[config.mk]
export PLATFORM = sky130hd
export DESIGN_NAME = shps_search_core
export DESIGN_NICKNAME = d
export VERILOG_FILES = /design/src/rtl/core/shps_pkg.sv /design/src/rtl/core/shps_search_core.sv
export SDC_FILE = /design/constraint.sdc
export NUM_CORES = 1
export LEC_CHECK = 0
export CAP_MARGIN = 20
export CORE_MARGIN = 8
export CORE_UTILIZATION = 65
export CTS_BUF_LIST = sky130_fd_sc_hd__clkbuf_4 sky130_fd_sc_hd__clkbuf_8
export CTS_CLUSTER_SIZE = 10
export DETAILED_ROUTE_END_ITERATION = 10
export DONT_BUFFER_PORTS = 1
export GPL_TIMING_DRIVEN = 0
export PLACE_DENSITY_LB_ADDON = 0.15
export REMOVE_ABC_BUFFERS = 1
export SLEW_MARGIN = 10
export SYNTH_ARGS = -nofsm -noshare
export SYNTH_HDL_FRONTEND = slang
export SYNTH_SLANG_ARGS = --single-unit
[constraint.sdc]
create_clock -name clk -period 16.85 [get_ports clk]
set_input_delay 0.8425 -clock clk [delete_from_list [all_inputs] [get_ports clk]]
set_output_delay 0.8425 -clock clk [all_outputs]
set_load 0.005 [all_outputs]
[src/rtl/core/shps_pkg.sv]
// Shared types, constants and helper functions for the sliding Hamming
// pattern search unit. No dependencies; every other file imports this package.
package shps_pkg;

  localparam int WINDOW_BITS     = 25;
  localparam int MAX_STREAM_BITS = 4096;

  localparam int PATTERN_W = 25;
  localparam int POS_W     = 12;
  localparam int DIST_W    = 5;
  localparam int COUNT_W   = $clog2(MAX_STREAM_BITS + 1);
  localparam int POPC_W    = $clog2(WINDOW_BITS + 1);

  // Population count is built as small groups summed in a second level.
  localparam int GROUP_BITS = 5;
  localparam int NUM_GROUPS = (WINDOW_BITS + GROUP_BITS - 1) / GROUP_BITS;
  localparam int GROUP_W    = $clog2(GROUP_BITS + 1);

  typedef logic [WINDOW_BITS-1:0] window_t;

  typedef struct packed {
    logic stream_bit;
    logic last_bit;
  } shps_item_t;

  typedef struct packed {
    logic [POS_W-1:0]  best_position;
    logic [DIST_W-1:0] best_distance;
    logic              found;
    logic              overflow;
  } shps_result_t;

  function automatic logic [POPC_W-1:0] popcount(input window_t v);
    logic [NUM_GROUPS*GROUP_BITS-1:0] padded;
    logic [GROUP_W-1:0]               group_sum [NUM_GROUPS];
    logic [POPC_W-1:0]                total;
    padded = '0;
    padded[WINDOW_BITS-1:0] = v;
    for (int g = 0; g < NUM_GROUPS; g++) begin
      group_sum[g] = '0;
      for (int b = 0; b < GROUP_BITS; b++) begin
        group_sum[g] = group_sum[g] + GROUP_W'(padded[g*GROUP_BITS + b]);
      end
    end
    total = '0;
    for (int g = 0; g < NUM_GROUPS; g++) begin
      total = total + POPC_W'(group_sum[g]);
    end
    return total;
  endfunction

endpackage

[src/rtl/core/shps_search_core.sv]
// Search state and per-bit datapath: window shift, popcount, best tracking.
// Depends on shps_pkg.
module shps_search_core
  import shps_pkg::*;
(
  input  logic                 clk,
  input  logic                 rst,
  input  logic                 step,
  input  shps_item_t           item,
  input  logic [PATTERN_W-1:0] pattern,
  output logic                 emit,
  output shps_result_t         result
);

  window_t            window;
  logic [COUNT_W-1:0] bits_seen;
  logic               have_window;
  logic [POPC_W-1:0]  lowest_distance;
  logic [POS_W-1:0]   lowest_position;
  logic               exact_match_done;
  logic               length_exceeded;

  window_t            window_next;
  logic [POPC_W-1:0]  distance;
  logic [COUNT_W-1:0] pos_full;
  logic               active;
  logic               can_shift;
  logic               full;
  logic               compared;
  logic               better;
  logic               exact;
  logic               have_next;
  logic [POPC_W-1:0]  lowest_distance_next;
  logic [POS_W-1:0]   lowest_position_next;
  logic               length_exceeded_next;

  always_comb begin
    window_next = {item.stream_bit, window[WINDOW_BITS-1:1]};
    distance    = popcount(window_next ^ window_t'(pattern));
    pos_full    = bits_seen - COUNT_W'(WINDOW_BITS - 1);
    active      = !exact_match_done;
    can_shift   = bits_seen < COUNT_W'(MAX_STREAM_BITS);
    full        = bits_seen >= COUNT_W'(WINDOW_BITS - 1);
    compared    = active && can_shift && full;
    better      = !have_window || (distance < lowest_distance);
    exact       = compared && (distance == '0);
    emit        = exact || (active && item.last_bit);

    have_next            = have_window || compared;
    lowest_distance_next = (compared && better) ? distance : lowest_distance;
    lowest_position_next = (compared && better) ? pos_full[POS_W-1:0] : lowest_position;
    length_exceeded_next = length_exceeded || (active && !can_shift);

    result.found         = have_next;
    result.best_position = have_next ? lowest_position_next : '0;
    result.best_distance = have_next ? DIST_W'(lowest_distance_next) : '0;
    result.overflow      = length_exceeded_next;
  end

  always_ff @(posedge clk) begin
    if (rst || (step && item.last_bit)) begin
      window           <= '0;
      bits_seen        <= '0;
      have_window      <= 1'b0;
      lowest_distance  <= '1;
      lowest_position  <= '0;
      exact_match_done <= 1'b0;
      length_exceeded  <= 1'b0;
    end else if (step && active) begin
      if (can_shift) begin
        window    <= window_next;
        bits_seen <= bits_seen + COUNT_W'(1);
      end
      have_window      <= have_next;
      lowest_distance  <= lowest_distance_next;
      lowest_position  <= lowest_position_next;
      exact_match_done <= exact;
      length_exceeded  <= length_exceeded_next;
    end
  end

endmodule

==> results of run 1 <==
-- cell usage in the layout, fill, tap and decap left out, drive strengths merged, types with 11 or more instances in the layout --
| cell | count |
|---|---|
| a21oi | 43 |
| clkbuf | 11 |
| dfxtp | 57 |
| fa | 18 |
| ha | 12 |
| inv | 30 |
| nand2 | 62 |
| nand3 | 13 |
| nor2 | 19 |
| o21ai | 13 |
| xnor2 | 18 |
| xor2 | 24 |
-- cells by family after synthesis --
| family | after synthesis | synth area share (%) |
|---|---|---|
| AOI/OAI and AO/OA | 95 | 18.2 |
| buffers and inverters | 53 | 7.16 |
| adders and majority gates | 30 | 14.9 |
| and+or+nand+nor | 117 | 15.7 |
| xor gates and xnor gates | 42 | 10.7 |
| DFF | 57 | 33.3 |
-- metal layers --
| layer | track usage, % | up-vias | part of all wire, % |
|---|---|---|---|
| met5 | 0 | - | 0 |
| met4 | 7.83 | 0 | 1.1 |
| met3 | 7.34 | 7 | 8.3 |
| met2 | 31.5 | 74 | 47 |
| met1 | 22.9 | 1237 | 43 |
| li1 | - | 1306 | - |
-- sequential cells by signal, summed over array words and instances, names as in the netlist --
| name | flops |
|---|---|
| have_window | 1 |
| length_exceeded | 1 |
| bits_seen | 13 |
| window | 24 |
| lowest_distance | 5 |
| lowest_position | 12 |
| exact_match_done | 1 |
-- stage by stage --
stage / utilization, % / hold slack, ps / instance area [um2] / power, W / std cells
after global routing: 71.0 / 496 / 3630 / 0.000497 / 460
after CTS: 70.7 / 477 / 3610 / 0.000460 / 458
after global placement: 66.2 / 455 / 3380 / 0.000323 / 441
after detailed placement: 66.6 / 468 / 3400 / 0.000330 / 442
final: 71.0 / 477 / 3630 / 0.000456 / 460
after floorplan: - / 449 / 3290 / 0.000288 / 371
-- final cells by class --
type                    count  area share (%)
multi-input cells         284            56.3
clock inverters             5            1.48
well taps                  70            2.41
inverters                  30            3.10
repair buffers              3            1.07
clock buffers              11            4.17
flip-flops and latches     57            31.5
-- power by group --
group          switching (W)  leakage, nW  total (W)  internal, W
sequential       0.000000621        0.460   0.000136     0.000135
clock              0.0000541        0.109   0.000130    0.0000757
combinational       0.000115        0.902   0.000191    0.0000752
total               0.000170         1.47   0.000456     0.000286
-- worst min-delay path, stage by stage, from the launching register on --
cell,delay [ps]
dfxtp_1,320
nand2_1,60
a21oi_1,50
-- worst paths after layout --
path | from | to | slack, ps
setup / recovery | pattern[0] | result[18] | 9360
hold reg to reg | window[10] | window[9] | 480
setup reg to reg | window[20] | lowest_position[9] | 10790
hold / removal | window[10] | window[9] | 480
==> impl_metrics.sql, run 1 <==
INSERT INTO impl_metrics (metric_group, metric, value, unit) VALUES
('clock_tree', 'cts.repair_timing.setup_buffer_count', '0', ''),
('layout', 'flow.area_growth_from_synthesis', '5.84', '%'),
('place', 'preCtsSetupSlack', '8780', 'ps'),
('logic_synthesis', 'synth.top_cells.by_area', 'dfxtp_1, fa_1, nand2_1', ''),
('floorplan', 'io_pins', '50', ''),
('worst_setup_path', 'critical_path_buf_inv_count', '5', ''),
('logic_synthesis', 'most_frequently_used_cell_type_in_the_post_synthesis_netlist', 'nand2_1', ''),
('worst_setup_path', 'critical_path_cell_count', '21', ''),
('timing', 'timing.final.setup_violations', '0', ''),
('layout', 'regArea', '1140', 'um2'),
('global_route', 'number_of_global_route_vias_before_repair', '2513', ''),
('logic_synthesis', 'synth.cells.most_frequent', 'nand2_1, dfxtp_1, a21oi_1', ''),
('layout', 'final_nets', '445', ''),
('power', 'cellLeakagePower', '1.47', 'nW'),
('timing', 'tightest_slew', '1070', 'ps'),
('worst_setup_path', 'worst_setup_path_end_kind', 'output pin', ''),
('worst_setup_path', 'critical_path_at', '6640', 'ps'),
('logic_synthesis', 'post_synthesis_cell_type_count', '44', ''),
('job', 'cap_viol_max_count', '0', ''),
('clock_tree', 'htree_levels', '3', ''),
('worst_setup_path', 'critPathKind', 'input pin to output pin', ''),
('clock_tree', 'cts.repair.resized', '0', ''),
('layout', 'layout.filler_cells', '415', ''),
('timing', 'fin_crit', '7490', 'ps'),
('logic_synthesis', 'postSynthAreaPerCell', '8.70', 'um2'),
('clock_tree', 'cts_tree', 'done', ''),
('place', 'final_weighted_congestion_in_routability_driven_placement', '0.791', ''),
('worst_setup_path', 'critical_path.top_delay_family', 'adder cells', ''),
('detailed_routing', 'route.antenna.remaining_nets', '0', ''),
('global_route', 'overflow', '0', ''),
('worst_setup_path', 'crit_path_max_fanout', '11', ''),
('timing', 'slew_headroom', '28.6', '%'),
('worst_setup_path', 'worst_path_largest_cell_delay', '550', 'ps'),
('place', 'dpl.hpwl', '5080', 'um'),
('timing', 'final_min_period_over_clock_period', '44.4', '%'),
('logic_synthesis', 'synth_enable_flop_cells', '0', ''),
('global_route', 'grt_max_degree', '35', ''),
('logic_synthesis', 'yosys.area.top_type_share', '33.3', '%'),
('run_status', 'outcome', 'finished, final reports clean', ''),
('logic_synthesis', 'synth-async-reset-ratio', '0', '%'),
('clock_tree', 'cts.clk_slew.worst_paths', '60', 'ps'),
('timing', 'achievable-frequency', '134', 'MHz'),
('layout', 'share_of_layout_cells_above_drive_strength_1', '6.92', '%'),
('detailed_routing', 'post_drt_via_cell_ratio', '5.70', ''),
('global_route', 'grt_first_pass_wirelength', '11700', 'um'),
('worst_setup_path', 'timing.critical_path.slowest_stage_cell', 'fa_1', ''),
('timing', 'finalHoldViolCount', '0', ''),
('layout', 'area_of_the_multi_input_gates', '2040', 'um2'),
('clock_tree', 'clock-sinks', '57', ''),
('timing', 'totalNegativeSetupSlack', '0', 'ps'),
('place', 'numPortBuffers', '0', ''),
('floorplan', 'die_area', '7850', 'um2'),
('worst_setup_path', 'crit_chain', 'xnor2_1, fa_1, inv_1, fa_1, fa_1, fa_1, inv_1, fa_1, inv_1, fa_1, inv_1, fa_1, nor2b_1, o21ai_0, nand2b_1, ha_1, and3_1, a22oi_1, buf_4, nand2b_1, o2bb2ai_1', ''),
('timing', 'rsz0062_at_grt', 'no', ''),
('detailed_routing', 'dr_vias', '2624', ''),
('global_route', 'global_router_s_overall_resource_usage', '19.5', '%'),
('worst_setup_path', 'critical_path.startpoint_type', 'input pin', ''),
('timing', 'timing_max_transition_violations_final', '0', ''),
('detailed_routing', 'route.final.wire_length', '7070', 'um'),
('clock_tree', 'cts.root.buffer_cell', 'clkbuf_8', ''),
('clock_tree', 'tritoncts.num_buffers', '9', ''),
('logic_synthesis', 'synth_largest_area_cell', 'dfxtp_1', ''),
('hold_path', 'worst_hold_path_type', 'flop to flop', ''),
('logic_synthesis', 'post_synth_inst_count', '394', ''),
('logic_synthesis', 'syn_warnings', '0', ''),
('layout', 'antenna_cells_inserted', '0', ''),
('detailed_routing', 'first_iter_violations', '133', ''),
('timing', 'post-route-worst-setup-slack', '9360', 'ps'),
('hold_path', 'hold-path-cell-count', '2', ''),
('floorplan', 'core', '5110', 'um2'),
('logic_synthesis', 'sequential_element_share_of_the_synthesized_area', '33.3', '%');
Power figures use the tool's default switching activity.
==> inputs of run 2 (changes only) <==
--- a/config.mk
+++ b/config.mk
@@ -7,7 +7,7 @@
 export LEC_CHECK = 0
 export CAP_MARGIN = 20
 export CORE_MARGIN = 8
-export CORE_UTILIZATION = 65
+export CORE_UTILIZATION = 60
 export CTS_BUF_LIST = sky130_fd_sc_hd__clkbuf_4 sky130_fd_sc_hd__clkbuf_8
 export CTS_CLUSTER_SIZE = 10
 export DETAILED_ROUTE_END_ITERATION = 10
==> constraint.sdc (replaced) <==
create_clock -name clk -period 6.7 [get_ports clk]
set_input_delay 0.335 -clock clk [delete_from_list [all_inputs] [get_ports clk]]
set_output_delay 0.335 -clock clk [all_outputs]
set_load 0.005 [all_outputs]
==> impl_metrics.sql, run 2 (synthesized netlist as in run 1, its figures left out) <==
INSERT INTO impl_metrics (metric_group, metric, value, unit) VALUES
('layout', 'flip_flop_count_of_the_largest_register_after_layout', '24', ''),
('clock_tree', 'insertion_delay', '330', 'ps'),
('global_route', 'overflow', '0', ''),
('worst_setup_path', 'critical_path.startpoint_type', 'flop', ''),
('power', 'cellLeakagePower', '1.48', 'nW'),
('timing', 'tightest_slew', '1030', 'ps'),
('place', 'placed_cell_area', '3420', 'um2'),
('place', 'final_weighted_congestion_in_routability_driven_placement', '0.747', ''),
('hold_path', 'hold-path-cell-count', '2', ''),
('worst_setup_path', 'worst_ep_required_time', '6360', 'ps'),
('timing', 'finalHoldViolCount', '0', ''),
('worst_setup_path', 'worst_path_largest_cell_delay', '550', 'ps'),
('place', 'dpl.hpwl', '5210', 'um'),
('worst_setup_path', 'critical_path_at', '5980', 'ps'),
('layout', 'share_of_layout_cells_above_drive_strength_1', '8.67', '%'),
('layout', 'layout.cells.most_common_list', 'nand2_1, dfxtp_1, a21oi_1', ''),
('timing', 'post-route-worst-setup-slack', '384', 'ps'),
('worst_setup_path', 'ff2ff_path_depth', '22', ''),
('global_route', 'grt_first_pass_wirelength', '12200', 'um'),
('layout', 'instances_no_fill', '464', ''),
('floorplan', 'die_width', '91.6', 'um'),
('layout', 'layout_commonest_cell', 'nand2_1', ''),
('clock_tree', 'cts_tree', 'done', ''),
('layout', 'layout.filler_cells', '457', ''),
('clock_tree', 'clockBufferDepth', '2', ''),
('timing', 'slew_headroom', '31.0', '%'),
('timing', 'clk_skew', '12.1', 'ps'),
('global_route', 'global_router_s_overall_resource_usage', '17.8', '%'),
('layout', 'flow.area_growth_from_synthesis', '6.72', '%'),
('layout', 'antenna_cells_inserted', '0', ''),
('global_route', 'antenna_found_initial', '0', ''),
('clock_tree', 'tritoncts.num_buffers', '9', ''),
('layout', 'top_regs', 'window: 24 flops, bits_seen: 13 flops, lowest_position: 12 flops', ''),
('worst_setup_path', 'crit_chain', 'xor2_1, fa_1, inv_1, fa_1, inv_1, fa_1, fa_1, inv_1, fa_1, inv_1, fa_1, inv_1, fa_1, nor2b_1, o21ai_0, nand2b_1, ha_1, and3_1, a22oi_2, nand2b_2, o2bb2ai_1', ''),
('worst_setup_path', 'worst_setup_path_end_kind', 'output pin', ''),
('detailed_routing', 'route.antenna.remaining_nets', '0', ''),
('hold_path', 'worst_hold_path_type', 'input pin to flop', ''),
('place', 'numPlacedInstances', '445', ''),
('run_status', 'outcome', 'finished, final reports clean', ''),
('floorplan', 'die_area', '8390', 'um2'),
('timing', 'timing_max_transition_violations_final', '0', ''),
('clock_tree', 'cts.root.buffer_cell', 'clkbuf_8', ''),
('layout', 'registers.top_by_ff_count', 'window', ''),
('clock_tree', 'htree_levels', '3', ''),
('detailed_routing', 'first_iter_violations', '141', ''),
('place', 'numPortBuffers', '0', ''),
('clock_tree', 'cts.clk_slew.worst_paths', '60', 'ps'),
('floorplan', 'fp.dieH', '91.6', 'um'),
('worst_setup_path', 'critPathKind', 'flop to output pin', ''),
('detailed_routing', 'dr_vias', '2640', ''),
('global_route', 'number_of_global_route_vias_before_repair', '2570', ''),
('layout', 'final_nets', '448', ''),
('detailed_routing', 'wl_per_cell', '15.5', 'um'),
('floorplan', 'std_cell_rows', '27', ''),
('global_route', 'grt_max_degree', '34', ''),
('worst_setup_path', 'timing.reg2reg.setup_slack', '610', 'ps'),
('clock_tree', 'hold_buffers', '0', ''),
('detailed_routing', 'route.final.wire_length', '7210', 'um'),
('worst_setup_path', 'crit_path_max_fanout', '8', ''),
('job', 'cap_viol_max_count', '0', ''),
('timing', 'achievable-frequency', '158', 'MHz'),
('clock_tree', 'clock-sinks', '57', ''),
('timing', 'final_min_period_over_clock_period', '94.3', '%'),
('detailed_routing', 'post_drt_via_cell_ratio', '5.69', ''),
('floorplan', 'io_pins', '50', ''),
('timing', 'timing.final.setup_violations', '0', ''),
('power', 'p_per_area', '314', 'nW/um2'),
('layout', 'finalInstanceArea', '3660', 'um2'),
('place', 'preCtsSetupSlack', '-395', 'ps'),
('floorplan', 'initial_core_util', '62.2', '%'),
('layout', 'finish.utilization', '66.4', '%'),
('power', 'ir_drop', '0.195', 'mV'),
('timing', 'fin_crit', '6320', 'ps'),
('detailed_routing', 'drtPass1Iterations', '4', ''),
('detailed_routing', 'remaining_drc_errors', '0', ''),
('worst_setup_path', 'timing.critical_path.mode_cell', 'fa_1', ''),
('floorplan', 'core', '5510', 'um2'),
('worst_setup_path', 'timing.critical_path.slowest_stage_cell', 'fa_1', '');
[run 2: cell count changes in the layout (fill, tap and decap cells not counted), sizes merged]
| cell | before | now |
|---|---|---|
| nor2 | 19 | 20 |
| clkinv | 4 | 3 |
| buf | 3 | 5 |
[run 2: worst max-delay path, delay by kind of cell, from the launching register on]
kind	cells	cell delay, ps
adders and majority gates	8	3550
AOI/OAI and AO/OA	3	640
and+or+nand+nor	4	610
DFF	1	330
buffers and inverters	5	310
xor gates and xnor gates	1	180
[run 2: power by group]
group	internal (W)	switching [W]
clock	0.000176	0.000131
combinational	0.000195	0.000306
sequential	0.000340	0.00000161
total	0.000711	0.000438
[run 2: worst paths after layout]
| check | startpoint | end |
|---|---|---|
| worst max-delay path | window[13] | result[18] |
| worst min-delay path | item[1] | window[24] |
| worst max register to register | window[13] | lowest_distance[2] |
| worst min register to register | window[11] | window[10] |
[run 2: through the flow]
| step | hold slack (ps) | TNS (ps) | total power [W] |
|---|---|---|---|
| CTS | 128 | 0 | 0.00115 |
| detailed placement | 468 | -2970 | 0.000843 |
| global route | 126 | -5.70 | 0.00125 |
| floorplan | 449 | 0 | 0.000725 |
| finish | 136 | 0 | 0.00115 |
| global placement | 456 | -2230 | 0.000808 |
[run 2: layout make-up]
class	instances	area, um2	area share, %
tap	72	90.1	2.46
inverter	30	113	3.08
multi-input combinational	285	2080	56.8
sequential	57	1140	31.2
clock inverter	4	45.0	1.23
clock buffer	11	139	3.80
timing repair buffer	5	53.8	1.47
[run 2: routing by layer]
metal | routed length, um | vias up | GRT usage (%)
met4 | 113 | 0 | 8.46
met3 | 555 | 11 | 6.26
li1 | - | 1320 | -
met2 | 3430 | 70 | 28.3
met5 | 0 | - | 0
met1 | 3110 | 1239 | 21.0
[run 2: repair_timing]
item	CTS	global route
cloned	0	1
resized for setup	2	5
setup endpoints to repair	17	17
endpoints found under the hold margin	0	0
setup buffers	1	2
pin swaps	1	2
==> inputs of run 3 (changes only) <==
--- a/config.mk
+++ b/config.mk
@@ -13,6 +13,7 @@
 export DETAILED_ROUTE_END_ITERATION = 10
 export DONT_BUFFER_PORTS = 1
 export GPL_TIMING_DRIVEN = 0
+export HOLD_SLACK_MARGIN = 0.15
 export PLACE_DENSITY_LB_ADDON = 0.15
 export REMOVE_ABC_BUFFERS = 1
 export SLEW_MARGIN = 10
==> impl_metrics.sql, run 3 (synthesized netlist as in run 1, its figures left out) <==
INSERT INTO impl_metrics (metric_group, metric, value, unit) VALUES
('run_status', 'outcome', 'finished, final reports clean', ''),
('place', 'dpl.hpwl', '5210', 'um'),
('place', 'numPortBuffers', '0', ''),
('global_route', 'top_usage_layer', 'met2', ''),
('layout', 'flip_flop_count_of_the_largest_register_after_layout', '24', ''),
('job', 'cap_viol_max_count', '0', ''),
('detailed_routing', 'first_iter_violations', '145', ''),
('floorplan', 'die_width', '91.6', 'um'),
('layout', 'antenna_cells_inserted', '0', ''),
('timing', 'fin_crit', '6320', 'ps'),
('global_route', 'antenna_found_initial', '0', ''),
('floorplan', 'io_pins', '50', ''),
('floorplan', 'die_area', '8390', 'um2'),
('power', 'p_per_area', '313', 'nW/um2'),
('power', 'ir_drop', '0.196', 'mV'),
('worst_setup_path', 'timing.critical_path.mode_cell', 'fa_1', ''),
('layout', 'layout.filler_cells', '457', ''),
('clock_tree', 'clockBufferDepth', '2', ''),
('global_route', 'overflow', '0', ''),
('global_route', 'global_router_s_overall_resource_usage', '17.9', '%'),
('layout', 'regArea', '1140', 'um2'),
('layout', 'share_of_layout_cells_above_drive_strength_1', '8.63', '%'),
('layout', 'instances_no_fill', '466', ''),
('worst_setup_path', 'critical_path.startpoint_type', 'flop', ''),
('power', 'cellLeakagePower', '1.49', 'nW'),
('detailed_routing', 'route.antenna.remaining_nets', '0', ''),
('timing', 'post-route-worst-setup-slack', '377', 'ps'),
('timing', 'final_min_period_over_clock_period', '94.4', '%'),
('timing', 'achievable-frequency', '158', 'MHz'),
('global_route', 'grt_first_pass_wirelength', '12200', 'um'),
('clock_tree', 'cts.clk_slew.worst_paths', '60', 'ps'),
('place', 'preCtsSetupSlack', '-395', 'ps'),
('global_route', 'groute.layer.met1.usage', '21.1', '%'),
('detailed_routing', 'drtPass1Iterations', '4', ''),
('worst_setup_path', 'critical_path_at', '5990', 'ps'),
('floorplan', 'std_cell_rows', '27', ''),
('worst_setup_path', 'crit_path_max_fanout', '8', ''),
('layout', 'registers.top_by_ff_count', 'window', ''),
('timing', 'clk_skew', '11.9', 'ps'),
('clock_tree', 'cts_tree', 'done', ''),
('layout', 'layout.cells.most_common_list', 'nand2_1, dfxtp_1, a21oi_1', ''),
('layout', 'flow.area_growth_from_synthesis', '7.30', '%'),
('detailed_routing', 'route.final.wire_length', '7260', 'um'),
('detailed_routing', 'remaining_drc_errors', '0', ''),
('timing', 'finalHoldViolCount', '0', ''),
('layout', 'final_nets', '450', ''),
('timing', 'totalNegativeSetupSlack', '0', 'ps'),
('layout', 'top_regs', 'window: 24 flops, bits_seen: 13 flops, lowest_position: 12 flops', ''),
('detailed_routing', 'wl_per_cell', '15.6', 'um'),
('timing', 'timing.final.setup_violations', '0', ''),
('worst_setup_path', 'worst_setup_path_end_kind', 'output pin', ''),
('worst_setup_path', 'critical_path_buf_inv_count', '6', ''),
('worst_setup_path', 'crit_chain', 'xor2_1, fa_1, inv_1, fa_1, inv_1, fa_1, fa_1, inv_1, fa_1, inv_1, fa_1, inv_1, fa_1, xor2_1, inv_1, ha_1, a21oi_1, o21ai_0, a22oi_2, nand2b_2, o2bb2ai_1', ''),
('layout', 'area_of_the_multi_input_gates', '2080', 'um2'),
('place', 'final_weighted_congestion_in_routability_driven_placement', '0.747', ''),
('clock_tree', 'clock-sinks', '57', ''),
('global_route', 'grt.met3_usage', '6.26', '%'),
('global_route', 'number_of_global_route_vias_before_repair', '2574', ''),
('clock_tree', 'cts.root.buffer_cell', 'clkbuf_8', ''),
('floorplan', 'initial_core_util', '62.2', '%'),
('timing', 'timing_max_transition_violations_final', '0', ''),
('worst_setup_path', 'worst_ep_required_time', '6360', 'ps'),
('layout', 'layout_commonest_cell', 'nand2_1', ''),
('timing', 'slew_headroom', '30.3', '%'),
('clock_tree', 'insertion_delay', '330', 'ps'),
('clock_tree', 'tritoncts.num_buffers', '9', ''),
('floorplan', 'core', '5510', 'um2'),
('layout', 'finish.utilization', '66.8', '%'),
('floorplan', 'fp.dieH', '91.6', 'um'),
('worst_setup_path', 'timing.reg2reg.setup_slack', '610', 'ps'),
('worst_setup_path', 'critical_path.top_delay_family', 'adder cells', ''),
('clock_tree', 'htree_levels', '3', ''),
('detailed_routing', 'post_drt_via_cell_ratio', '5.73', ''),
('worst_setup_path', 'critPathKind', 'flop to output pin', ''),
('worst_setup_path', 'timing.critical_path.slowest_stage_cell', 'fa_1', ''),
('place', 'numPlacedInstances', '445', ''),
('timing', 'tightest_slew', '1050', 'ps'),
('global_route', 'grt_max_degree', '34', ''),
('hold_path', 'worst_hold_path_type', 'input pin to flop', ''),
('global_route', 'gr-usage-met2', '28.3', '%'),
('detailed_routing', 'dr_vias', '2671', ''),
('worst_setup_path', 'worst_path_largest_cell_delay', '550', 'ps');
## run 3: cell count changes in the layout (fill, tap and decap cells not counted)
cell | previous run | this run
dlygate4sd3_1 | 0 | 2
## run 3: cell type report
cell class | instances | area share (%)
Clock buffer | 11 | 3.78
Sequential cell | 57 | 31.0
Clock inverter | 4 | 1.22
Multi-Input combinational cell | 285 | 56.4
Inverter | 30 | 3.06
Timing Repair Buffer | 7 | 2.01
Tap cell | 72 | 2.45
## run 3: through the flow
stage               hold WS (ps)  power [W]  area, um2
floorplan                    449   0.000725       3290
global placement             456   0.000808       3380
detailed placement           468   0.000843       3420
CTS                          244    0.00115       3640
global route                 256    0.00125       3680
finish                       271    0.00115       3680
## run 3: what timing repair did
action / in CTS / in global routing
resized for setup: 2 / 5
pin swaps: 1 / 2
buffers inserted: 1 / 2
endpoints found under the setup margin: 17 / 17
hold buffers: 2 / 0
endpoints found under the hold margin: 2 / 0
gates cloned: 0 / 1
## run 3: path summary, 6_finish.rpt
| kind | from | end | depth (start not counted) |
|---|---|---|---|
| setup reg to reg | window[13] | lowest_distance[3] | 22 |
| setup / recovery | window[13] | result[18] | 21 |
| hold reg to reg | window[11] | window[10] | 2 |
| hold / removal | rst | lowest_distance[0] | 2 |
## run 3: layer usage
layer  up-vias  wire [um]
met5         -          0
met4         0        119
met3        12        550
met2        71       3400
met1      1264       3180
li1       1324          -
## run 3: report_power, final
part / switching (W) / internal, W
logic: 0.000309 / 0.000196
registers: 0.00000158 / 0.000340
clock network: 0.000130 / 0.000176
